**src/hdl/bbfci_pkg.sv**
```systemverilog
// Package for the boot-block flash command interface.
// Holds the item types, command codes, block tables and ID helpers.
// Used by every module of the block but bbfci_ram; depends on nothing.
`default_nettype none

package bbfci_pkg;

  localparam int ADDR_W = 18;
  localparam int ARRAY_BYTES_DEFAULT = 262144;
  localparam int QUEUE_DEPTH = 2;
  localparam int QUEUE_PTR_W = $clog2(QUEUE_DEPTH);
  localparam int CFG_INDEX_W = 2;

  localparam logic [1:0] OP_READ = 2'd0;
  localparam logic [1:0] OP_WRITE = 2'd1;
  localparam logic [1:0] OP_PRELOAD = 2'd2;

  localparam logic [1:0] KIND_NOP = 2'd0;
  localparam logic [1:0] KIND_READ = 2'd1;
  localparam logic [1:0] KIND_WRITE = 2'd2;
  localparam logic [1:0] KIND_PRELOAD = 2'd3;

  localparam logic [CFG_INDEX_W-1:0] REG_WORD_MODE = 2'd0;
  localparam logic [CFG_INDEX_W-1:0] REG_INVERT_A16 = 2'd1;
  localparam logic [CFG_INDEX_W-1:0] REG_BOTTOM_BOOT = 2'd2;
  localparam logic [CFG_INDEX_W-1:0] REG_TWO_MEGABIT = 2'd3;

  localparam logic [7:0] CMD_ARRAY_MODE = 8'hFF;
  localparam logic [7:0] CMD_STATUS = 8'h70;
  localparam logic [7:0] CMD_READ_ID = 8'h90;
  localparam logic [7:0] CMD_BLOCK_ERASE = 8'h20;
  localparam logic [7:0] CMD_PROGRAM = 8'h40;
  localparam logic [7:0] CMD_PROGRAM_ALT = 8'h10;
  localparam logic [7:0] CMD_STATUS_CLR = 8'h50;
  localparam logic [7:0] CMD_ERASE_GO = 8'hD0;

  localparam logic [7:0] MFR_ID = 8'h89;
  localparam logic [7:0] STATUS_READY = 8'h80;
  localparam logic [7:0] ERASED_BYTE = 8'hFF;

  localparam logic [15:0] ID_2M_WORD_BOTTOM = 16'h2275;
  localparam logic [15:0] ID_2M_WORD_TOP = 16'h2274;
  localparam logic [15:0] ID_2M_BYTE_BOTTOM = 16'h007D;
  localparam logic [15:0] ID_2M_BYTE_TOP = 16'h007C;
  localparam logic [15:0] ID_1M_BOTTOM = 16'h0095;
  localparam logic [15:0] ID_1M_TOP = 16'h0094;

  localparam logic [ADDR_W-1:0] MASK_LARGE = 18'h3FFFF;
  localparam logic [ADDR_W-1:0] MASK_SMALL = 18'h1FFFF;
  localparam logic [ADDR_W-1:0] A16_BIT = 18'h10000;
  localparam logic [ADDR_W-1:0] BOOT_MASK_SMALL = 18'h3E000;
  localparam logic [ADDR_W-1:0] BOOT_MASK_LARGE = 18'h3C000;
  localparam logic [ADDR_W-1:0] BOOT_TOP_SMALL = 18'h1E000;
  localparam logic [ADDR_W-1:0] BOOT_TOP_LARGE = 18'h3C000;

  typedef struct packed {
    logic word_mode;
    logic invert_a16;
    logic bottom_boot;
    logic two_megabit;
  } cfg_t;

  typedef struct packed {
    logic [1:0]  opcode;
    logic [17:0] address;
    logic        wide;
    logic [15:0] write_data;
  } req_item_t;

  typedef struct packed {
    logic [15:0] read_data;
    logic [7:0]  status_now;
  } rsp_item_t;

  typedef struct packed {
    logic              ok;
    logic [ADDR_W-1:0] lo;
    logic [ADDR_W-1:0] hi;
  } blk_t;

  typedef struct packed {
    logic [1:0]        kind;
    logic              wide;
    logic [ADDR_W-1:0] addr;
    logic [ADDR_W-1:0] addr1;
    logic [15:0]       val;
    logic              in_boot;
    logic              blk_hit;
    logic [ADDR_W-1:0] blk_lo;
    logic [ADDR_W-1:0] blk_hi;
  } q_entry_t;

  function automatic logic [15:0] device_id(input cfg_t c);
    logic [15:0] id;
    if (c.two_megabit) begin
      if (c.word_mode) begin
        id = c.bottom_boot ? ID_2M_WORD_BOTTOM : ID_2M_WORD_TOP;
      end else begin
        id = c.bottom_boot ? ID_2M_BYTE_BOTTOM : ID_2M_BYTE_TOP;
      end
    end else begin
      id = c.bottom_boot ? ID_1M_BOTTOM : ID_1M_TOP;
    end
    return id;
  endfunction

  // Erasable blocks by index: main 1, main 2 (2-Mbit parts only), data 1, data 2.
  function automatic blk_t blk_range(input logic m, input logic b, input logic [1:0] k);
    blk_t r;
    r.ok = 1'b1;
    r.lo = '0;
    r.hi = '0;
    case ({m, b, k})
      4'b0000: begin r.lo = 18'h00000; r.hi = 18'h1BFFF; end
      4'b0010: begin r.lo = 18'h1C000; r.hi = 18'h1CFFF; end
      4'b0011: begin r.lo = 18'h1D000; r.hi = 18'h1DFFF; end
      4'b0100: begin r.lo = 18'h04000; r.hi = 18'h1FFFF; end
      4'b0110: begin r.lo = 18'h02000; r.hi = 18'h02FFF; end
      4'b0111: begin r.lo = 18'h03000; r.hi = 18'h03FFF; end
      4'b1000: begin r.lo = 18'h00000; r.hi = 18'h1FFFF; end
      4'b1001: begin r.lo = 18'h20000; r.hi = 18'h37FFF; end
      4'b1010: begin r.lo = 18'h38000; r.hi = 18'h39FFF; end
      4'b1011: begin r.lo = 18'h3A000; r.hi = 18'h3BFFF; end
      4'b1100: begin r.lo = 18'h20000; r.hi = 18'h3FFFF; end
      4'b1101: begin r.lo = 18'h08000; r.hi = 18'h1FFFF; end
      4'b1110: begin r.lo = 18'h06000; r.hi = 18'h07FFF; end
      4'b1111: begin r.lo = 18'h04000; r.hi = 18'h05FFF; end
      default: r.ok = 1'b0;
    endcase
    return r;
  endfunction

endpackage

`default_nettype wire

```
**src/hdl/bbfci_queue.sv**
```systemverilog
// Short queue of classified items between the front end and the back end.
// Depends on bbfci_pkg.
`default_nettype none

module bbfci_queue (
  input  wire logic                clk,
  input  wire logic                rst,
  input  wire logic                push,
  input  wire bbfci_pkg::q_entry_t push_data,
  output logic                     full,
  input  wire logic                pop,
  output logic                     head_valid,
  output bbfci_pkg::q_entry_t      head
);
  import bbfci_pkg::*;

  q_entry_t               slots [QUEUE_DEPTH];
  logic [QUEUE_PTR_W-1:0] wptr;
  logic [QUEUE_PTR_W-1:0] rptr;
  logic [QUEUE_PTR_W:0]   count;

  assign full = count == (QUEUE_PTR_W+1)'(QUEUE_DEPTH);
  assign head_valid = count != '0;
  assign head = slots[rptr];

  always_ff @(posedge clk) begin
    if (push) begin
      slots[wptr] <= push_data;
    end
  end

  always_ff @(posedge clk) begin
    if (rst) begin
      wptr <= '0;
      rptr <= '0;
      count <= '0;
    end else begin
      if (push) begin
        wptr <= (wptr == QUEUE_PTR_W'(QUEUE_DEPTH - 1)) ? '0 : wptr + 1'b1;
      end
      if (pop) begin
        rptr <= (rptr == QUEUE_PTR_W'(QUEUE_DEPTH - 1)) ? '0 : rptr + 1'b1;
      end
      if (push && !pop) begin
        count <= count + 1'b1;
      end else if (pop && !push) begin
        count <= count - 1'b1;
      end
    end
  end

endmodule

`default_nettype wire

```
**config.mk**
```make
export PLATFORM = sky130hd
export DESIGN_NAME = bbfci_queue
export DESIGN_NICKNAME = d
export VERILOG_FILES = /design/src/hdl/bbfci_pkg.sv /design/src/hdl/bbfci_queue.sv
export SDC_FILE = /design/constraint.sdc
export NUM_CORES = 1
export LEC_CHECK = 0
export ABC_AREA = 1
export BUFFER_PORTS_ARGS = -buffer_cell sky130_fd_sc_hd__buf_2
export CORE_MARGIN = 2
export CORE_UTILIZATION = 43
export DETAILED_ROUTE_END_ITERATION = 12
export MAX_ROUTING_LAYER = met4
export PLACE_DENSITY = 0.67
export REMOVE_ABC_BUFFERS = 1
export SLEW_MARGIN = 10
export SYNTH_ARGS = -nofsm -noshare
export SYNTH_HDL_FRONTEND = slang
export SYNTH_SLANG_ARGS = --single-unit
export TNS_END_PERCENT = 100
```
**constraint.sdc**
```tcl
create_clock -name clk -period 5 [get_ports clk]
set_clock_uncertainty 0.15 [all_clocks]
set_input_delay 0.5 -clock clk [delete_from_list [all_inputs] [get_ports clk]]
set_output_delay 0.5 -clock clk [all_outputs]
set_load 0.02 [all_outputs]
```
==> results by stage, run 1 <==
Run status:
- The flow ran to the end, and the final reports show no timing, DRC or antenna violations.

GRT:
- The maximum number of pins on one net before global-route repair is 57.
- The number of antenna violations at the first check in global routing was 1.
- The global router's overall resource usage is between 10% and 20%.
- The leftover overflow at the end of global routing is 0.
- The first-pass GRT wire length is around 19 mm.
- The number of global-route vias before repair is between 3000 and 4000.

Placed design:
- The routability-driven placement congestion ratio is 0.706.
- Including well taps, the total number of placed cells is about 730.
- The HPWL after detailed placement is about 8.2 mm.
- The number of buffers added on ports is around 190.
- Before CTS, the worst setup slack after placement is 2300 ps.

Clock network:
- No sink is reached through more buffers than the 2 on the longest clock path.
- After clock tree synthesis, the repair step resized 0 gates.
- The clock drives around 190 sinks.
- The later pin in the worst-skew pair is clocked with a latency of around 420 ps.
- TritonCTS built the clock tree.
- The TritonCTS buffer count is 17.
- The hold buffer count at CTS is 0.
- The maximum level of the CTS H-tree is 4.
- After clock tree synthesis, the clock-pin slew on the worst setup and hold paths is about 70 ps.
- Once the clock tree was built, the setup fixing pass inserted 0 buffers.
- The cell sitting at the root of the clock tree is a sky130_fd_sc_hd__clkbuf_16.

Drt:
- In the final routed layout, each cell accounts on average for approximately 16 um.
- For this block, the routed nets add up to roughly 12 mm of wire.
- The number of optimization iterations in the first detailed-route pass is 4.
- The detail route stage leaves a number of antenna-violating nets equal to 0.
- The average vias per placed instance is ~4.7.
- After detailed routing, the number of remaining DRC violations is 0.
- Across all layers, the routed design uses ~3600 vias.
- The detailed router finished its first iteration with 216 violations.

Pwr:
- In this run the static leakage power is around 3.5 nW.
- The power per cell area is approximately 400 nW/um2.
- The peak ir drop on the vdd network is between 0.2 and 0.25 mV.
- The design draws 0.00356 W.

STA:
- The shortest period the worst path allows is approximately 3100 ps.
- The final number of max-transition violations is 0.
- Setup violations remaining at the end of the flow were counted as 0.
- Adding up every negative setup slack in the final design gives 0 ps.
- Headroom to the max-slew limit came out at 36.1%.
- The worst setup margin is roughly 1900 ps.
- The number of hold violations in the final report is 0.
- The maximum clock rate is 0.320 GHz.
- The slew at the pin with the worst max-slew slack is about 960 ps.
- The final critical path takes up 62.5% of the cycle.
- Setup repair after global routing left no endpoint under its margin.
- On the final layout, the worst hold slack is approximately 110 ps.

Yosys:
- Summing the areas of all xor and xnor instances in the mapped netlist gives less than 1% of the synthesized area.
- The share of synthesized cell area in and, or, nand and nor gates is less than 1%.
- The main combinational cell family by area after synthesis is multiplexers.
- After synthesis the cells add up to just over 7000 um2.
- In this run, distinct cell masters in the synthesized netlist total 17.
- Dividing the synthesized area by the synthesized cell count gives ~22 um2.
- Sequential elements use 78.8% of the synthesized area.
- The cell count after synthesis came out at about 320.
- After synthesis, the share of cell area in mux cells is a little under a fifth.
- Of the total synthesized cell area, the portion taken by full adders, half adders and majority gates is less than 1%.
- The number of register bits inferred by synthesis is between 150 and 200.
- Summing the areas of all compound-gate instances in the mapped netlist gives 0.139% of the synthesized area.
- Yosys printed 0 warnings.

Floorplan:
- The I/O pin count is 192.
- The area of the core region is between 15000 and 20000 um2.
- The die is 134 um tall.
- Row generation in the floorplan step produced 47 rows.
- The horizontal extent of the die is 134 um.
- The initial utilization of the core area, before any placement, comes to 43.7%.
- The area of the die is between 15000 and 20000 um2.

Setup path:
- Traced cell by cell, the critical path runs through buf_4 -> mux2_2 -> buf_2.
- STA classifies the critical path endpoint as an output port.
- The type of element launching the critical path is a register.
- The critical path is of the register to output port type.
- On the worst path, the slowest cell contributes a delay of roughly 970 ps.
- For the worst setup path, the data arrival time is between 2000 and 2500 ps.
- The endpoint required time on the critical path is between 4000 and 5000 ps.
- The maximum fanout count along the critical path is 56.
- The highest-delay cell along the critical path is sky130_fd_sc_hd__dfxtp_4.

Finish:
- The final standard cell count with taps included and fillers excluded is around 760.
- The fill cell instance count of the final layout is ~1300.
- The count of nets after finishing is 625.
- The fraction of final layout cells with drive strength greater than 1 is between 50% and 60%.
- Summing all flip-flop and latch instances after layout gives 5690 um2.
- The multi-input combinational cells in the finished layout cover a total of approximately 1400 um2.
- The area growth from synthesis to layout is 23.8%.

Flow run:
- The number of max-capacitance violations reported is 0.

Hold path:
- The path class of the tightest hold or removal check is primary input to register.
## stage by stage
stage                     instance area [um2]  utilization (%)
after detailed placement                 8400             50.9
after global routing                     8940             54.1
after global placement                   8400             50.9
after CTS                                8940             54.1
after floorplan                          7120                -
final                                    8940             54.1
## layout by cell type, fill, tap and decap left out, types with 4 or more instances in the layout
| master | n |
|---|---|
| sky130_fd_sc_hd__buf_2 | 191 |
| sky130_fd_sc_hd__buf_4 | 5 |
| sky130_fd_sc_hd__clkbuf_1 | 7 |
| sky130_fd_sc_hd__clkbuf_16 | 17 |
| sky130_fd_sc_hd__clkinv_2 | 4 |
| sky130_fd_sc_hd__dfxtp_1 | 4 |
| sky130_fd_sc_hd__edfxtp_1 | 186 |
| sky130_fd_sc_hd__inv_1 | 8 |
| sky130_fd_sc_hd__mux2_2 | 23 |
| sky130_fd_sc_hd__mux2_4 | 70 |
| sky130_fd_sc_hd__nand2_1 | 6 |
| sky130_fd_sc_hd__nor2_1 | 5 |
## sequential cells by signal (all words and copies together) (netlist names), named ones only
signal	cells
wptr	1
rptr	1
slots	186
count	2
## cells by family (layout without fill, tap and decap cells)
family | Yosys count | count (layout)
DFF | 191 | 191
muxes | 93 | 93
xor gates and xnor gates | 1 | 1
and+or+nand+nor | 15 | 15
other | 0 | 1
buffers and inverters | 19 | 237
adders and majority gates | 1 | 1
AOI/OAI and AO/OA | 2 | 2
## power by group
part	leakage [nW]	switching [W]	internal [W]	total, W
combinational	1.48	0.000238	0.000202	0.000440
sequential	1.79	0.0000420	0.00185	0.00190
clock	0.259	0.000531	0.000697	0.00123
total	3.52	0.000810	0.00275	0.00356
## final cells by class
type	count	share of cell area (%)
diodes	1	0.0280
flip-flops and latches	191	63.6
well taps	220	3.08
repair buffers	196	11.1
clock inverters	7	0.742
clock buffers	25	5.21
inverters	9	0.406
multi-input cells	112	15.8
## critical path: cells and delay by family (launching register included)
| kind | cells | cell delay [ps] |
|---|---|---|
| mux | 1 | 390 |
| flops | 1 | 970 |
| buf+inv | 2 | 640 |
## cells in the mapped netlist
master | instances | share of area, %
sky130_fd_sc_hd__mux2_4 | 70 | 15
sky130_fd_sc_hd__buf_6 | 7 | 1.1
sky130_fd_sc_hd__mux2_2 | 23 | 3.6
sky130_fd_sc_hd__a21oi_1 | 1 | 0.069
sky130_fd_sc_hd__edfxtp_1 | 186 | 77
sky130_fd_sc_hd__nor2_1 | 6 | 0.31
sky130_fd_sc_hd__buf_2 | 2 | 0.14
sky130_fd_sc_hd__ha_1 | 1 | 0.17
sky130_fd_sc_hd__nand4_1 | 1 | 0.087
sky130_fd_sc_hd__dfxtp_1 | 5 | 1.4
sky130_fd_sc_hd__buf_4 | 1 | 0.10
sky130_fd_sc_hd__nor3_1 | 1 | 0.069
sky130_fd_sc_hd__nand3_1 | 1 | 0.069
sky130_fd_sc_hd__nand2_1 | 6 | 0.31
sky130_fd_sc_hd__xnor2_1 | 1 | 0.12
sky130_fd_sc_hd__inv_1 | 9 | 0.47
sky130_fd_sc_hd__o21ai_0 | 1 | 0.069
## worst paths after layout
check / from / endpoint / slack [ps] / depth (start not counted)
max: register / head[76] / 1880 / 3
min: push_data[82] / slots[1][82] / 110 / 1
max reg2reg: wptr / slots[1][87] / 2870 / 3
min reg2reg: rptr / rptr / 390 / 2
## routing by layer
| metal | GRT usage [%] | share of wire (%) | up-vias |
|---|---|---|---|
| met5 | - | 0 | - |
| li1 | - | - | 1670 |
| met4 | 5.38 | 1.6 | 0 |
| met2 | 23.9 | 50 | 128 |
| met3 | 4.76 | 6.1 | 17 |
| met1 | 17.4 | 43 | 1749 |
(Power assumes the default switching activity.)
==> run 2: changes to the inputs <==
clock period = 2.6 ns   (was 5 ns; I/O delays follow)
==> results by stage, run 2 (synthesized netlist as in run 1, its figures left out) <==
Setup path:
- The kind of critical path is register to output port.
- The maximum fanout count along the critical path is 18 (-68%).
- The data arrival time of the critical path is 1920 ps (-550 ps).
- The endpoint type of the worst setup path is an output port.
- The type of element launching the critical path is a register.
- The endpoint required time on the critical path is 2190 ps (-2160 ps).

Finish:
- The largest registers in the layout are slots (186), count (2).
- The fraction of final layout cells with drive strength greater than 1 is 51.1% (-7.6 points).
- The largest register by flop count is slots.
- The final standard cell utilization of the core came to 61.0% (+6.9 points).
- The leading cell type in the layout, fill and taps excluded is sky130_fd_sc_hd__buf_2.
- The count of nets after finishing is 725 (+16%).
- The fill cell instance count of the final layout is 1210 (-9.0%).
- The flip-flop count of the largest register, all copies and words added was 186 (unchanged).
- The final standard cell count with taps included and fillers excluded was 861 (+13%).
- In the layout the commonest cells are 191 x sky130_fd_sc_hd__buf_2, 186 x sky130_fd_sc_hd__edfxtp_1, 97 x sky130_fd_sc_hd__dlygate4sd3_1, 70 x sky130_fd_sc_hd__mux2_4, 23 x sky130_fd_sc_hd__mux2_2.
- From synthesis to final layout, the design area changed by 39.7%.

GRT:
- The number of antenna violations at the first check in global routing is 1 (unchanged).
- The maximum number of pins on one net before global-route repair is 73 (+28%).
- The leftover overflow at the end of global routing is 0 (unchanged).
- The first-pass GRT wire length is 21.2 mm (+11%).
- The fraction of met3 tracks used by global routing is 4.87% (+0.11 points).
- The number of global-route vias before repair was 4222 (+12%).
- The met1 routing resource usage after global routing is 18.6% (+1.1 points).
- The layer with the highest usage is met2.
- The met2 capacity usage during global routing is 28.2% (+4.3 points).
- The global router's overall resource usage was 16.3% (+1.6 points).

STA:
- The number of failing setup endpoints in the final timing report came to 0 (unchanged).
- The worst path in the final design needs a cycle of roughly 2300 ps, including I/O delays and setup.
- Setup repair after global routing left no endpoint under its margin.
- The final number of max-transition violations came to 0 (unchanged).
- The maximum clock rate is roughly 0.43 GHz.
- The post-route fraction of the period consumed by the critical path is about nine tenths.
- The final hold slack is 399 ps (+285 ps).
- The slew at the pin with the worst max-slew slack is 421 ps (-537 ps).
- The relative max-transition margin is 71.9% (+36 points).
- The number of hold violations in the final report is 0 (unchanged).

Drt:
- The number of optimization iterations in the first detailed-route pass is 4 (unchanged).
- The number of DRC markers after the initial detailed-route iteration came to 226 (+4.6%).
- The mean routed wirelength per cell is 16.0 um (-2.4%).
- The number of remaining DRC errors came to 0 (unchanged).
- The residual antenna-violating net count after detailed routing was 0 (unchanged).
- The final wirelength is 13.8 mm (+10%).
- The average vias per placed instance came to 4.63 (-1.2%).
- The routed via count is 3983 (+12%).

Floorplan:
- The area of the core region is 16500 um2 (unchanged).
- The standard-cell row count is 47 (unchanged).
- The horizontal extent of the die was 134 um (unchanged).
- The I/O pin count is 192 (unchanged).
- The initial cell density of the core came to 43.7% (unchanged).
- The vertical die dimension is 134 um (unchanged).
- The area of the die is 17800 um2 (unchanged).

Clock network:
- The post-CTS setup-driven buffer insertion count is 0 (unchanged).
- The clock tree from TritonCTS is done.
- The clock transition at the registers of the reported paths is 70 ps (about the same).
- The maximum buffer depth of the clock tree is 2 (unchanged).
- Clock tree synthesis selected as its root buffer the cell sky130_fd_sc_hd__clkbuf_16.
- The maximum level of the CTS H-tree is 4 (unchanged).
- The clock network latency to the later pin of the worst-skew pair is 420 ps (about the same).
- The CTS sink count is 191 (unchanged).
- The TritonCTS buffer count is 17 (unchanged).

Pwr:
- The leakage power figure is 4.01 nW (+14%).
- The peak ir drop on the vdd network was 0.443 mV (+83%).
- The power per cell area came to 732 nW/um2 (+84%).

Placed design:
- The routability-driven placement congestion ratio was 0.724 (+2.5%).
- The cell total after placement is 731 (+0.41%).
- The HPWL after detailed placement is 8.66 mm (+5.1%).
- The number of buffers added on ports is 191 (unchanged).

Hold path:
- The worst hold-check path type is register to register.

Run status:
- The flow ran to the end, and the final reports show no timing, DRC or antenna violations.

Flow run:
- The number of max-capacitance violations reported is 0 (unchanged).
-- run 2: changes by cell type in the layout (fill, tap and decap cells not counted) --
cell,previous run,this run
sky130_fd_sc_hd__buf_12,0,4
sky130_fd_sc_hd__buf_4,5,4
sky130_fd_sc_hd__bufinv_16,1,4
sky130_fd_sc_hd__clkbuf_1,7,0
sky130_fd_sc_hd__clkbuf_8,1,0
sky130_fd_sc_hd__clkinv_2,4,3
sky130_fd_sc_hd__clkinv_4,1,0
sky130_fd_sc_hd__clkinvlp_4,1,2
sky130_fd_sc_hd__dlygate4sd3_1,0,97
sky130_fd_sc_hd__inv_6,0,4
sky130_fd_sc_hd__inv_8,0,2
-- run 2: layout make-up --
| type | instances | area, um2 | area share, % |
|---|---|---|---|
| multi-input combinational | 112 | 1410 | 14.0 |
| clock inverter | 15 | 208 | 2.06 |
| clock buffer | 17 | 425 | 4.22 |
| timing repair buffer | 296 | 2040 | 20.2 |
| tap | 220 | 275 | 2.73 |
| inverter | 9 | 36.3 | 0.360 |
| sequential | 191 | 5690 | 56.4 |
| antenna | 1 | 2.50 | 0.0248 |
-- run 2: where the power goes --
group          internal (W)  switching (W)
sequential          0.00356      0.0000578
clock               0.00163        0.00112
combinational      0.000499       0.000515
-- run 2: final timing paths --
| kind | start | end | slack [ps] | depth (start not counted) |
|---|---|---|---|---|
| min | count[0] | count[0] | 400 | 2 |
| max reg2reg | wptr | slots[1][91] | 1000 | 3 |
| max | register | head[1] | 270 | 3 |
| min reg2reg | count[0] | count[0] | 400 | 2 |
-- run 2: repair_timing --
action | in CTS | in global routing
hold endpoints to repair | 190 | 0
gates resized for setup | 0 | 0
hold buffers | 97 | 0
-- run 2: metal layers --
metal	wire length (um)	vias to the layer above	part of all wire [%]
met5	0	-	0
met1	5750	1962	42
met3	745	17	5.4
li1	-	1873	-
met4	148	0	1.1
met2	7140	131	52
-- run 2: stage by stage --
step           power (W)  cell area (um2)  setup WS (ps)  TNS (ps)
6_report         0.00738            10100            268         0
5_1_grt          0.00766            10100            157         0
4_1_cts          0.00746            10100            228         0
3_5_place_dp     0.00459             8480            691         0
3_3_place_gp     0.00457             8480            732         0
2_1_floorplan    0.00431             7120          -2290   -381490
-- run 2: worst max-delay path, cell delays in order (launching register included) --
cell                      delay [ps]
sky130_fd_sc_hd__dfxtp_4         590
sky130_fd_sc_hd__buf_4           370
sky130_fd_sc_hd__mux2_2          380
sky130_fd_sc_hd__buf_2           160
