### src/hdl/bbfci_pkg.sv
// Package for the boot-block flash command interface.
// Holds the item types, command codes, block tables and ID helpers.
// Used by every module of the block but bbfci_ram; depends on nothing.
`default_nettype none

package bbfci_pkg;

  localparam int ADDR_W = 18;
  localparam int ARRAY_BYTES_DEFAULT = 262144;
  localparam int QUEUE_DEPTH = 2;
  localparam int QUEUE_PTR_W = $clog2(QUEUE_DEPTH);
  localparam int CFG_INDEX_W = 2;

  localparam logic [1:0] OP_READ = 2'd0;
  localparam logic [1:0] OP_WRITE = 2'd1;
  localparam logic [1:0] OP_PRELOAD = 2'd2;

  localparam logic [1:0] KIND_NOP = 2'd0;
  localparam logic [1:0] KIND_READ = 2'd1;
  localparam logic [1:0] KIND_WRITE = 2'd2;
  localparam logic [1:0] KIND_PRELOAD = 2'd3;

  localparam logic [CFG_INDEX_W-1:0] REG_WORD_MODE = 2'd0;
  localparam logic [CFG_INDEX_W-1:0] REG_INVERT_A16 = 2'd1;
  localparam logic [CFG_INDEX_W-1:0] REG_BOTTOM_BOOT = 2'd2;
  localparam logic [CFG_INDEX_W-1:0] REG_TWO_MEGABIT = 2'd3;

  localparam logic [7:0] CMD_ARRAY_MODE = 8'hFF;
  localparam logic [7:0] CMD_STATUS = 8'h70;
  localparam logic [7:0] CMD_READ_ID = 8'h90;
  localparam logic [7:0] CMD_BLOCK_ERASE = 8'h20;
  localparam logic [7:0] CMD_PROGRAM = 8'h40;
  localparam logic [7:0] CMD_PROGRAM_ALT = 8'h10;
  localparam logic [7:0] CMD_STATUS_CLR = 8'h50;
  localparam logic [7:0] CMD_ERASE_GO = 8'hD0;

  localparam logic [7:0] MFR_ID = 8'h89;
  localparam logic [7:0] STATUS_READY = 8'h80;
  localparam logic [7:0] ERASED_BYTE = 8'hFF;

  localparam logic [15:0] ID_2M_WORD_BOTTOM = 16'h2275;
  localparam logic [15:0] ID_2M_WORD_TOP = 16'h2274;
  localparam logic [15:0] ID_2M_BYTE_BOTTOM = 16'h007D;
  localparam logic [15:0] ID_2M_BYTE_TOP = 16'h007C;
  localparam logic [15:0] ID_1M_BOTTOM = 16'h0095;
  localparam logic [15:0] ID_1M_TOP = 16'h0094;

  localparam logic [ADDR_W-1:0] MASK_LARGE = 18'h3FFFF;
  localparam logic [ADDR_W-1:0] MASK_SMALL = 18'h1FFFF;
  localparam logic [ADDR_W-1:0] A16_BIT = 18'h10000;
  localparam logic [ADDR_W-1:0] BOOT_MASK_SMALL = 18'h3E000;
  localparam logic [ADDR_W-1:0] BOOT_MASK_LARGE = 18'h3C000;
  localparam logic [ADDR_W-1:0] BOOT_TOP_SMALL = 18'h1E000;
  localparam logic [ADDR_W-1:0] BOOT_TOP_LARGE = 18'h3C000;

  typedef struct packed {
    logic word_mode;
    logic invert_a16;
    logic bottom_boot;
    logic two_megabit;
  } cfg_t;

  typedef struct packed {
    logic [1:0]  opcode;
    logic [17:0] address;
    logic        wide;
    logic [15:0] write_data;
  } req_item_t;

  typedef struct packed {
    logic [15:0] read_data;
    logic [7:0]  status_now;
  } rsp_item_t;

  typedef struct packed {
    logic              ok;
    logic [ADDR_W-1:0] lo;
    logic [ADDR_W-1:0] hi;
  } blk_t;

  typedef struct packed {
    logic [1:0]        kind;
    logic              wide;
    logic [ADDR_W-1:0] addr;
    logic [ADDR_W-1:0] addr1;
    logic [15:0]       val;
    logic              in_boot;
    logic              blk_hit;
    logic [ADDR_W-1:0] blk_lo;
    logic [ADDR_W-1:0] blk_hi;
  } q_entry_t;

  function automatic logic [15:0] device_id(input cfg_t c);
    logic [15:0] id;
    if (c.two_megabit) begin
      if (c.word_mode) begin
        id = c.bottom_boot ? ID_2M_WORD_BOTTOM : ID_2M_WORD_TOP;
      end else begin
        id = c.bottom_boot ? ID_2M_BYTE_BOTTOM : ID_2M_BYTE_TOP;
      end
    end else begin
      id = c.bottom_boot ? ID_1M_BOTTOM : ID_1M_TOP;
    end
    return id;
  endfunction

  // Erasable blocks by index: main 1, main 2 (2-Mbit parts only), data 1, data 2.
  function automatic blk_t blk_range(input logic m, input logic b, input logic [1:0] k);
    blk_t r;
    r.ok = 1'b1;
    r.lo = '0;
    r.hi = '0;
    case ({m, b, k})
      4'b0000: begin r.lo = 18'h00000; r.hi = 18'h1BFFF; end
      4'b0010: begin r.lo = 18'h1C000; r.hi = 18'h1CFFF; end
      4'b0011: begin r.lo = 18'h1D000; r.hi = 18'h1DFFF; end
      4'b0100: begin r.lo = 18'h04000; r.hi = 18'h1FFFF; end
      4'b0110: begin r.lo = 18'h02000; r.hi = 18'h02FFF; end
      4'b0111: begin r.lo = 18'h03000; r.hi = 18'h03FFF; end
      4'b1000: begin r.lo = 18'h00000; r.hi = 18'h1FFFF; end
      4'b1001: begin r.lo = 18'h20000; r.hi = 18'h37FFF; end
      4'b1010: begin r.lo = 18'h38000; r.hi = 18'h39FFF; end
      4'b1011: begin r.lo = 18'h3A000; r.hi = 18'h3BFFF; end
      4'b1100: begin r.lo = 18'h20000; r.hi = 18'h3FFFF; end
      4'b1101: begin r.lo = 18'h08000; r.hi = 18'h1FFFF; end
      4'b1110: begin r.lo = 18'h06000; r.hi = 18'h07FFF; end
      4'b1111: begin r.lo = 18'h04000; r.hi = 18'h05FFF; end
      default: r.ok = 1'b0;
    endcase
    return r;
  endfunction

endpackage

`default_nettype wire

### src/hdl/bbfci_front.sv
// Front end: accepts request items, maps the address and classifies the item.
// Also looks up the erase block and the boot block flag. Depends on bbfci_pkg.
`default_nettype none

module bbfci_front (
  input  wire logic                 req_valid,
  input  wire bbfci_pkg::req_item_t req,
  input  wire bbfci_pkg::cfg_t      cfg,
  input  wire logic                 q_full,
  input  wire logic                 clearing,
  output logic                      req_stall,
  output logic                      q_push,
  output bbfci_pkg::q_entry_t       entry
);
  import bbfci_pkg::*;

  logic [ADDR_W-1:0] mask;
  logic [ADDR_W-1:0] boot_mask;
  logic [ADDR_W-1:0] boot_base;
  logic [ADDR_W-1:0] mapped;
  logic [ADDR_W-1:0] a_eff;
  blk_t              blk;

  assign req_stall = q_full || clearing;
  assign q_push = req_valid && !req_stall;

  always_comb begin
    mask = cfg.two_megabit ? MASK_LARGE : MASK_SMALL;
    boot_mask = cfg.two_megabit ? BOOT_MASK_LARGE : (BOOT_MASK_SMALL & mask);
    if (cfg.bottom_boot) begin
      boot_base = '0;
    end else begin
      boot_base = cfg.two_megabit ? BOOT_TOP_LARGE : BOOT_TOP_SMALL;
    end
    mapped = (req.address ^ (cfg.invert_a16 ? A16_BIT : '0)) & mask;
    if (req.opcode == OP_READ && req.wide && cfg.word_mode) begin
      a_eff = {mapped[ADDR_W-1:1], 1'b0};
    end else begin
      a_eff = mapped;
    end

    entry.addr = a_eff;
    entry.addr1 = (a_eff + ADDR_W'(1)) & mask;
    entry.wide = req.wide;
    entry.in_boot = (a_eff & boot_mask) == (boot_base & boot_mask);
    entry.val = req.wide ? req.write_data : {8'h00, req.write_data[7:0]};

    case (req.opcode)
      OP_READ:    entry.kind = KIND_READ;
      OP_WRITE:   entry.kind = (req.wide && !cfg.word_mode) ? KIND_NOP : KIND_WRITE;
      OP_PRELOAD: entry.kind = KIND_PRELOAD;
      default:    entry.kind = KIND_NOP;
    endcase

    entry.blk_hit = 1'b0;
    entry.blk_lo = '0;
    entry.blk_hi = '0;
    for (int k = 0; k < 4; k++) begin
      blk = blk_range(cfg.two_megabit, cfg.bottom_boot, 2'(k));
      if (blk.ok && a_eff >= blk.lo && a_eff <= blk.hi) begin
        entry.blk_hit = 1'b1;
        entry.blk_lo = blk.lo;
        entry.blk_hi = blk.hi;
      end
    end
  end

endmodule

`default_nettype wire

### config.mk
export PLATFORM = sky130hd
export DESIGN_NAME = bbfci_front
export DESIGN_NICKNAME = d
export VERILOG_FILES = /design/src/hdl/bbfci_pkg.sv /design/src/hdl/bbfci_front.sv
export SDC_FILE = /design/constraint.sdc
export NUM_CORES = 1
export LEC_CHECK = 0
export BUFFER_PORTS_ARGS = -buffer_cell sky130_fd_sc_hd__buf_2
export CORE_AREA = 2 2 52 91
export DETAILED_ROUTE_END_ITERATION = 12
export DIE_AREA = 0 0 54 93
export GPL_TIMING_DRIVEN = 0
export PLACE_DENSITY = 0.93
export SLEW_MARGIN = 10
export SYNTH_ARGS = -nofsm -noshare
export SYNTH_HDL_FRONTEND = slang
export SYNTH_SLANG_ARGS = --single-unit
### constraint.sdc
create_clock -name vclk -period 8.8
set_input_delay 1.76 -clock vclk [all_inputs]
set_output_delay 1.76 -clock vclk [all_outputs]
set_load 0.05 [all_outputs]
==> impl_metrics.env, run 1 <==
export IMPL_io_buffers=119
export IMPL_syn_inst=263
export IMPL_vias=2285
export IMPL_grt_ovfl_total=0
export IMPL_rsz0062_at_grt="false"
export IMPL_first_pass_iters=4
export IMPL_die_w_um=54
export IMPL_syn_cell_area_sq_mm=0.00201
export IMPL_crit_fanout=19
export IMPL_wire_per_inst_um=13.3
export IMPL_syn_area_per_cell_sq_um=7.65
export IMPL_die_h_um=93
export IMPL_cts_setup_buffers=0
export IMPL_antenna_found_initial=0
export IMPL_yosysUniqueCellTypes=51
export IMPL_leakagePower_nw=1.56
export IMPL_area_growth_pct=34.8
export IMPL_hold_class="input pin to output port"
export IMPL_drv_slew=0
export IMPL_io_pins=139
export IMPL_nClkBuffers=0
export IMPL_hold_viol=0
export IMPL_regArea_sq_um=0
export IMPL_grt_usage=0.237
export IMPL_fin_tns_setup_ns=0
export IMPL_wirelength_um=5920
export IMPL_grt_pass1_wl_um=9410
export IMPL_finalSetupViolCount=0
export IMPL_die_area_sq_mm=0.00502
export IMPL_finalCriticalPeriod_ns=7.05
export IMPL_gp_congestion=0.811
export IMPL_max_freq_mhz=142
export IMPL_cts_resized=0
export IMPL_n_sequential_cell=0
export IMPL_final_cell_mix="buf_2, buf_4, ha_1"
export IMPL_outcome="complete, no violations"
export IMPL_rows=32
export IMPL_post_route_period_util=0.801
export IMPL_max_slew_worst_pin_slew_ns=0.631
export IMPL_worst_setup_path_type="input pin to output port"
export IMPL_grt_max_degree=20
export IMPL_start_kind="input pin"
export IMPL_drc_errors=0
export IMPL_worstPathArrival_ns=5.29
export IMPL_hpwl_um=5150
export IMPL_nNetsFinal=478
export IMPL_worstPathRequired_ns=7.04
export IMPL_core_area_sq_mm=0.00432
export IMPL_final_common_cell="buf_2"
export IMPL_max_slew_margin_rel=0.579
export IMPL_ys_warn_count=0
export IMPL_holdWs_ns=3.82
export IMPL_endpoint_kind="output port"
export IMPL_seq_area_frac_synth=0
export IMPL_drive_gt1_frac=0.478
export IMPL_ant_nets=0
export IMPL_first_iter_violations=23
export IMPL_cts_hold_buf=0
export IMPL_grt_pass1_vias=2259
export IMPL_diodes=0
export IMPL_peakVddDrop_v=0.0000854
export IMPL_maxCapViolations=0
export IMPL_power_density_mw_per_mm2=108
export IMPL_initial_utilization=0.466
export IMPL_vias_per_cell=5.15
[per-layer routing]
layer	part of all wire	vias to the layer above	global-route usage
li1	-	1126	-
met1	0.33	1017	0.232
met4	0.027	0	0.0708
met3	0.074	16	0.00958
met2	0.57	126	0.486
met5	0	-	0
[final timing paths]
check                       end  slack (ns)  cells after the start   start
worst max-delay path   entry[3]        1.75                     14  cfg[0]
worst min-delay path  entry[41]        3.82                      2  req[3]
[worst max-delay path: stages]
cell,delay (ns)
buf_2,0.14
inv_1,0.47
ha_1,0.45
nor2_1,0.16
ha_1,0.31
a211o_1,0.33
a21oi_4,0.20
nand4_1,0.11
and4_1,0.21
buf_2,0.18
nor3_4,0.26
nand2_1,0.26
buf_4,0.24
buf_2,0.20
[cells by family (layout without fill, tap and decap cells)]
kind of cell / count (synthesis) / count (layout) / share of synthesized area
AOI/OAI and AO/OA: 38 / 38 / 0.164
xor gates and xnor gates: 18 / 18 / 0.0820
adders and majority gates: 39 / 39 / 0.242
buffers and inverters: 71 / 190 / 0.222
muxes: 3 / 3 / 0.0180
other: 1 / 12 / 0.00186
and+or+nand+nor: 93 / 93 / 0.269
[synthesized netlist by cell type, drive strengths merged]
library cell,n,area share
or2,2,0.0062
inv,22,0.041
and2,11,0.034
nor4,4,0.019
nand2,17,0.032
nand4b,1,0.0044
nor2b,2,0.0099
and3,5,0.016
buf,49,0.18
o31ai,3,0.014
or3,1,0.0031
o21ai,3,0.0075
a21o,3,0.011
mux2,2,0.013
o21a,3,0.011
o21bai,1,0.0037
o311ai,1,0.013
and4,5,0.022
a31o,1,0.0044
nand4,10,0.037
xor2,4,0.017
nand4bb,1,0.0056
o2bb2ai,2,0.0087
a211o,1,0.0044
a221oi,1,0.0075
nand3,7,0.020
a21oi,11,0.039
o32ai,1,0.0081
nor3,5,0.018
a31oi,3,0.012
a211oi,1,0.0037
a221o,1,0.0050
xnor2,14,0.065
o2111ai,1,0.0075
nor2,21,0.039
conb,1,0.0019
ha,39,0.24
o211ai,1,0.0037
mux2i,1,0.0050
nand3b,1,0.0037
[final cells by class]
type / count / area (sq um)
repair buffers: 119 / 596
inverters: 22 / 82.6
multi-input cells: 203 / 1610
fillers: 405 / 1610
well taps: 51 / 63.8
plain buffers: 49 / 365
[power breakdown]
part           switching [W]  internal [W]
Sequential                 0             0
Combinational       0.000208     0.0000856
Clock                      0             0
[through the flow]
| stage | area [sq um] | setup slack (ns) | power (W) | utilization | cells |
|---|---|---|---|---|---|
| 4_1_cts | 2710 | 1.73 | 0.000295 | 0.628 | 444 |
| 3_5_place_dp | 2710 | 1.73 | 0.000294 | 0.628 | 444 |
| 3_3_place_gp | 2710 | 1.83 | 0.000289 | 0.628 | 444 |
| 2_1_floorplan | 2050 | 2.01 | 0.000232 | - | 274 |
| 5_1_grt | 2710 | 1.45 | 0.000312 | 0.628 | 444 |
| 6_report | 2710 | 1.75 | 0.000294 | 0.628 | 444 |
Note: power is estimated with default switching activity, not from simulation.
==> run 2: changes to the inputs <==
ABC_AREA = 1   (was default)
CORE_AREA = 2 2 59 103   (was 2 2 52 91)
DIE_AREA = 0 0 61 105   (was 0 0 54 93)
PLACE_DENSITY = 0.83   (was 0.93)
clock period = 6.48 ns   (was 8.8 ns; I/O delays follow)
==> impl_metrics.env, run 2 <==
export IMPL_outcome="complete, no violations"
export IMPL_vias_per_cell=4.55
export IMPL_grt_ovfl_total=0
export IMPL_slowest_delay_ns=0.41
export IMPL_endpoint_kind="output port"
export IMPL_maxCapViolations=0
export IMPL_hold_viol=0
export IMPL_post_route_period_util=0.873
export IMPL_max_slew_worst_pin_slew_ns=0.687
export IMPL_core_area_sq_mm=0.00554
export IMPL_seq_area_frac_synth=0
export IMPL_syn_inst=394
export IMPL_first_pass_iters=4
export IMPL_min_to="entry[38]"
export IMPL_antenna_found_initial=0
export IMPL_cts_setup_buffers=0
export IMPL_drc_errors=0
export IMPL_cts_resized=0
export IMPL_n_sequential_cell=0
export IMPL_initial_utilization=0.411
export IMPL_final_cell_mix="buf_2, nand2_1, inv_1"
export IMPL_fillerInstances=576
export IMPL_ant_nets=0
export IMPL_die_w_um=61
export IMPL_hpwl_um=5720
export IMPL_io_buffers=118
export IMPL_yosysUniqueCellTypes=27
export IMPL_worstHoldStart="req[0]"
export IMPL_power_density_mw_per_mm2=150
export IMPL_cp_slowest_cell="ha_1"
export IMPL_synth_commonest_cells="nand2_1, inv_1, buf_4, nor2_1, ha_1"
export IMPL_cts_hold_buf=0
export IMPL_worst_setup_path_type="input pin to output port"
export IMPL_synth_top_area_share=0.215
export IMPL_start_kind="input pin"
export IMPL_wirelength_um=6370
export IMPL_synthTopCellsByArea="ha_1, nand2_1, buf_4, inv_1, nor2_1"
export IMPL_final_common_cell="buf_2"
export IMPL_crit_chain="buf_2, inv_1, ha_1, nor2_1, ha_1, nand2_2, inv_1, nand2_1, nand3_2, nand3b_1, nand2_2, nor2_4, nand3_1, buf_4, buf_2"
export IMPL_finalCriticalPeriod_ns=5.65
export IMPL_yosysTopAreaCell="ha_1"
export IMPL_area_growth_pct=32.0
export IMPL_leakagePower_nw=1.92
export IMPL_worstPathRequired_ns=5.18
export IMPL_ys_warn_count=0
export IMPL_grt_max_degree=20
export IMPL_nClkBuffers=0
export IMPL_grt_pass1_wl_um=10600
export IMPL_wire_per_inst_um=10.6
export IMPL_drive_gt1_frac=0.361
export IMPL_rows=36
export IMPL_die_h_um=105
export IMPL_crit_fanout=19
export IMPL_vias=2728
export IMPL_nNetsFinal=608
export IMPL_fin_tns_setup_ns=0
export IMPL_drv_slew=0
export IMPL_grt_usage=0.198
export IMPL_die_area_sq_mm=0.00641
export IMPL_regArea_sq_um=0
export IMPL_rsz0062_at_grt="false"
export IMPL_io_pins=139
export IMPL_first_iter_violations=55
export IMPL_hold_class="input pin to output port"
export IMPL_max_slew_margin_rel=0.542
export IMPL_peakVddDrop_v=0.0000543
export IMPL_syn_area_per_cell_sq_um=5.77
export IMPL_finalSetupViolCount=0
export IMPL_grt_pass1_vias=2649
export IMPL_gp_congestion=0.862
export IMPL_post_route_util=0.542
export IMPL_max_freq_mhz=177
export IMPL_diodes=0
export IMPL_syn_cell_area_sq_mm=0.00227
export IMPL_synth_most_common_cell="nand2_1"
export IMPL_min_path_cells=2
export IMPL_worstPathArrival_ns=4.36
==> run 2: per-stage QoR <==
stage                     setup slack [ns]  hold slack, ns  total power [W]  cells  instance area [sq um]
after floorplan                       1.01            2.76         0.000358    405                   2320
after detailed placement             0.820            2.89         0.000450    599                   3000
after CTS                            0.804            2.89         0.000451    599                   3000
after global placement               0.901            2.89         0.000444    599                   3000
final                                0.825            2.89         0.000449    599                   3000
after global routing                 0.513            2.90         0.000484    599                   3000
==> run 2: worst max-delay path by stage <==
stage	startpoint	end	slack (ns)
finish	cfg[0]	entry[11]	0.83
global route	cfg[0]	entry[2]	0.51
CTS	cfg[0]	entry[11]	0.80
detailed placement	cfg[0]	entry[11]	0.82
global placement	cfg[0]	entry[11]	0.90
floorplan	req[16]	entry[10]	1.01
==> run 2: per-layer routing <==
layer | part of all wire | vias up | global-route usage
met1 | 0.37 | 1177 | 0.208
met5 | 0 | - | 0
met2 | 0.54 | 127 | 0.398
met4 | 0.025 | 0 | 0.0435
met3 | 0.066 | 12 | 0.0111
li1 | - | 1412 | -
==> run 2: logic make-up after synthesis <==
logic type / share of synthesized area
other: 0.00165
and+or+nand+nor: 0.394
xor gates and xnor gates: 0.0616
adders and majority gates: 0.215
buffers and inverters: 0.276
AOI/OAI and AO/OA: 0.0523
==> run 2: power breakdown <==
group          total, W  internal [W]  switching (W)
Clock                 0             0              0
Sequential            0             0              0
Combinational  0.000449      0.000121       0.000329
Total          0.000449      0.000121       0.000329
==> run 2: critical path: cells and delay by family <==
kind          cells  cell delay (ns)
fa+ha+maj         2             0.71
buf+inv           5             0.98
simple gates      8             1.37
==> run 2: cell type report <==
| class | instances | area [sq um] | share of cell area |
|---|---|---|---|
| timing repair buffer | 118 | 591 | 0.197 |
| buffer | 49 | 365 | 0.122 |
| inverter | 70 | 263 | 0.0875 |
| tap | 76 | 95.1 | 0.0317 |
| multi-input combinational | 286 | 1690 | 0.562 |
==> run 3: changes to the inputs <==
BUFFER_PORTS_ARGS = -buffer_cell sky130_fd_sc_hd__buf_4   (was -buffer_cell sky130_fd_sc_hd__buf_2)
==> impl_metrics.env, run 3 (synthesis results as in run 2) <==
export IMPL_cts_resized=0
export IMPL_worst_setup_path_type="input pin to output port"
export IMPL_area_growth_pct=44.9
export IMPL_rsz0062_at_grt="false"
export IMPL_worstPathArrival_ns=4.29
export IMPL_power_density_mw_per_mm2=149
export IMPL_hold_viol=0
export IMPL_cts_setup_buffers=0
export IMPL_peakVddDrop_v=0.0000632
export IMPL_hold_class="input pin to output port"
export IMPL_n_sequential_cell=0
export IMPL_cts_hold_buf=0
export IMPL_gp_congestion=0.906
export IMPL_max_freq_mhz=179
export IMPL_post_route_util=0.595
export IMPL_grt_pass1_wl_um=10700
export IMPL_finalSetupViolCount=0
export IMPL_worstPathRequired_ns=5.18
export IMPL_endpoint_kind="output port"
export IMPL_diodes=0
export IMPL_drive_gt1_frac=0.361
export IMPL_grt_max_degree=20
export IMPL_ant_nets=0
export IMPL_final_common_cell="buf_4"
export IMPL_nNetsFinal=608
export IMPL_leakagePower_nw=2.02
export IMPL_vias_per_cell=4.54
export IMPL_crit_fanout=19
export IMPL_die_area_sq_mm=0.00641
export IMPL_first_iter_violations=83
export IMPL_maxCapViolations=0
export IMPL_die_w_um=61
export IMPL_drc_errors=0
export IMPL_vias=2717
export IMPL_post_route_period_util=0.862
export IMPL_grt_pass1_vias=2526
export IMPL_nClkBuffers=0
export IMPL_antenna_found_initial=0
export IMPL_grt_usage=0.204
export IMPL_rows=36
export IMPL_start_kind="input pin"
export IMPL_fin_tns_setup_ns=0
export IMPL_regArea_sq_um=0
export IMPL_grt_ovfl_total=0
export IMPL_final_cell_mix="buf_4, nand2_1, inv_1"
export IMPL_wire_per_inst_um=11.0
export IMPL_max_slew_margin_rel=0.558
export IMPL_wirelength_um=6590
export IMPL_max_slew_worst_pin_slew_ns=0.662
export IMPL_io_pins=139
export IMPL_first_pass_iters=4
export IMPL_hpwl_um=5880
export IMPL_io_buffers=118
export IMPL_core_area_sq_mm=0.00554
export IMPL_initial_utilization=0.411
export IMPL_drv_slew=0
export IMPL_finalCriticalPeriod_ns=5.59
export IMPL_die_h_um=105
export IMPL_outcome="complete, no violations"
## run 3: worst paths after layout
check                 depth (start not counted)        end  startpoint
worst max-delay path                         15   entry[8]      cfg[0]
worst min-delay path                          2  entry[38]      req[0]
## run 3: area by class of cell
class	instances	area [sq um]
multi-input combinational	286	1690
inverter	70	263
tap	76	95.1
buffer	49	365
fill	563	2240
timing repair buffer	118	886
## run 3: routing by layer
layer	part of all wire	global-route usage	vias up
met5	0	0	-
met4	0.031	0.0559	0
met3	0.084	0.0149	14
met2	0.53	0.402	132
met1	0.35	0.213	1152
li1	-	-	1419
## run 3: critical path, cell delays in order
cell,delay [ns]
buf_4,0.11
inv_1,0.30
ha_1,0.39
nor2_1,0.29
ha_1,0.30
nand2_2,0.10
inv_1,0.07
nand2_1,0.12
nand3_2,0.12
nand3b_1,0.12
nand2_2,0.09
nor2_4,0.20
nand3_1,0.34
buf_4,0.26
buf_4,0.18
## run 3: report_power, final
group / leakage [nW] / internal, W / switching (W)
Combinational: 2.02 / 0.000158 / 0.000332
Clock: 0 / 0 / 0
Sequential: 0 / 0 / 0
## run 3: through the flow
| step | setup WS [ns] | std cells | cell area [sq um] | hold WS [ns] | total power, W |
|---|---|---|---|---|---|
| 6_report | 0.892 | 599 | 3300 | 2.85 | 0.000490 |
| 5_1_grt | 0.519 | 599 | 3300 | 2.85 | 0.000525 |
| 4_1_cts | 0.834 | 599 | 3300 | 2.85 | 0.000493 |
| 3_5_place_dp | 0.840 | 599 | 3300 | 2.85 | 0.000491 |
| 3_3_place_gp | 0.873 | 599 | 3300 | 2.85 | 0.000486 |
| 2_1_floorplan | 1.01 | 405 | 2320 | 2.76 | 0.000358 |
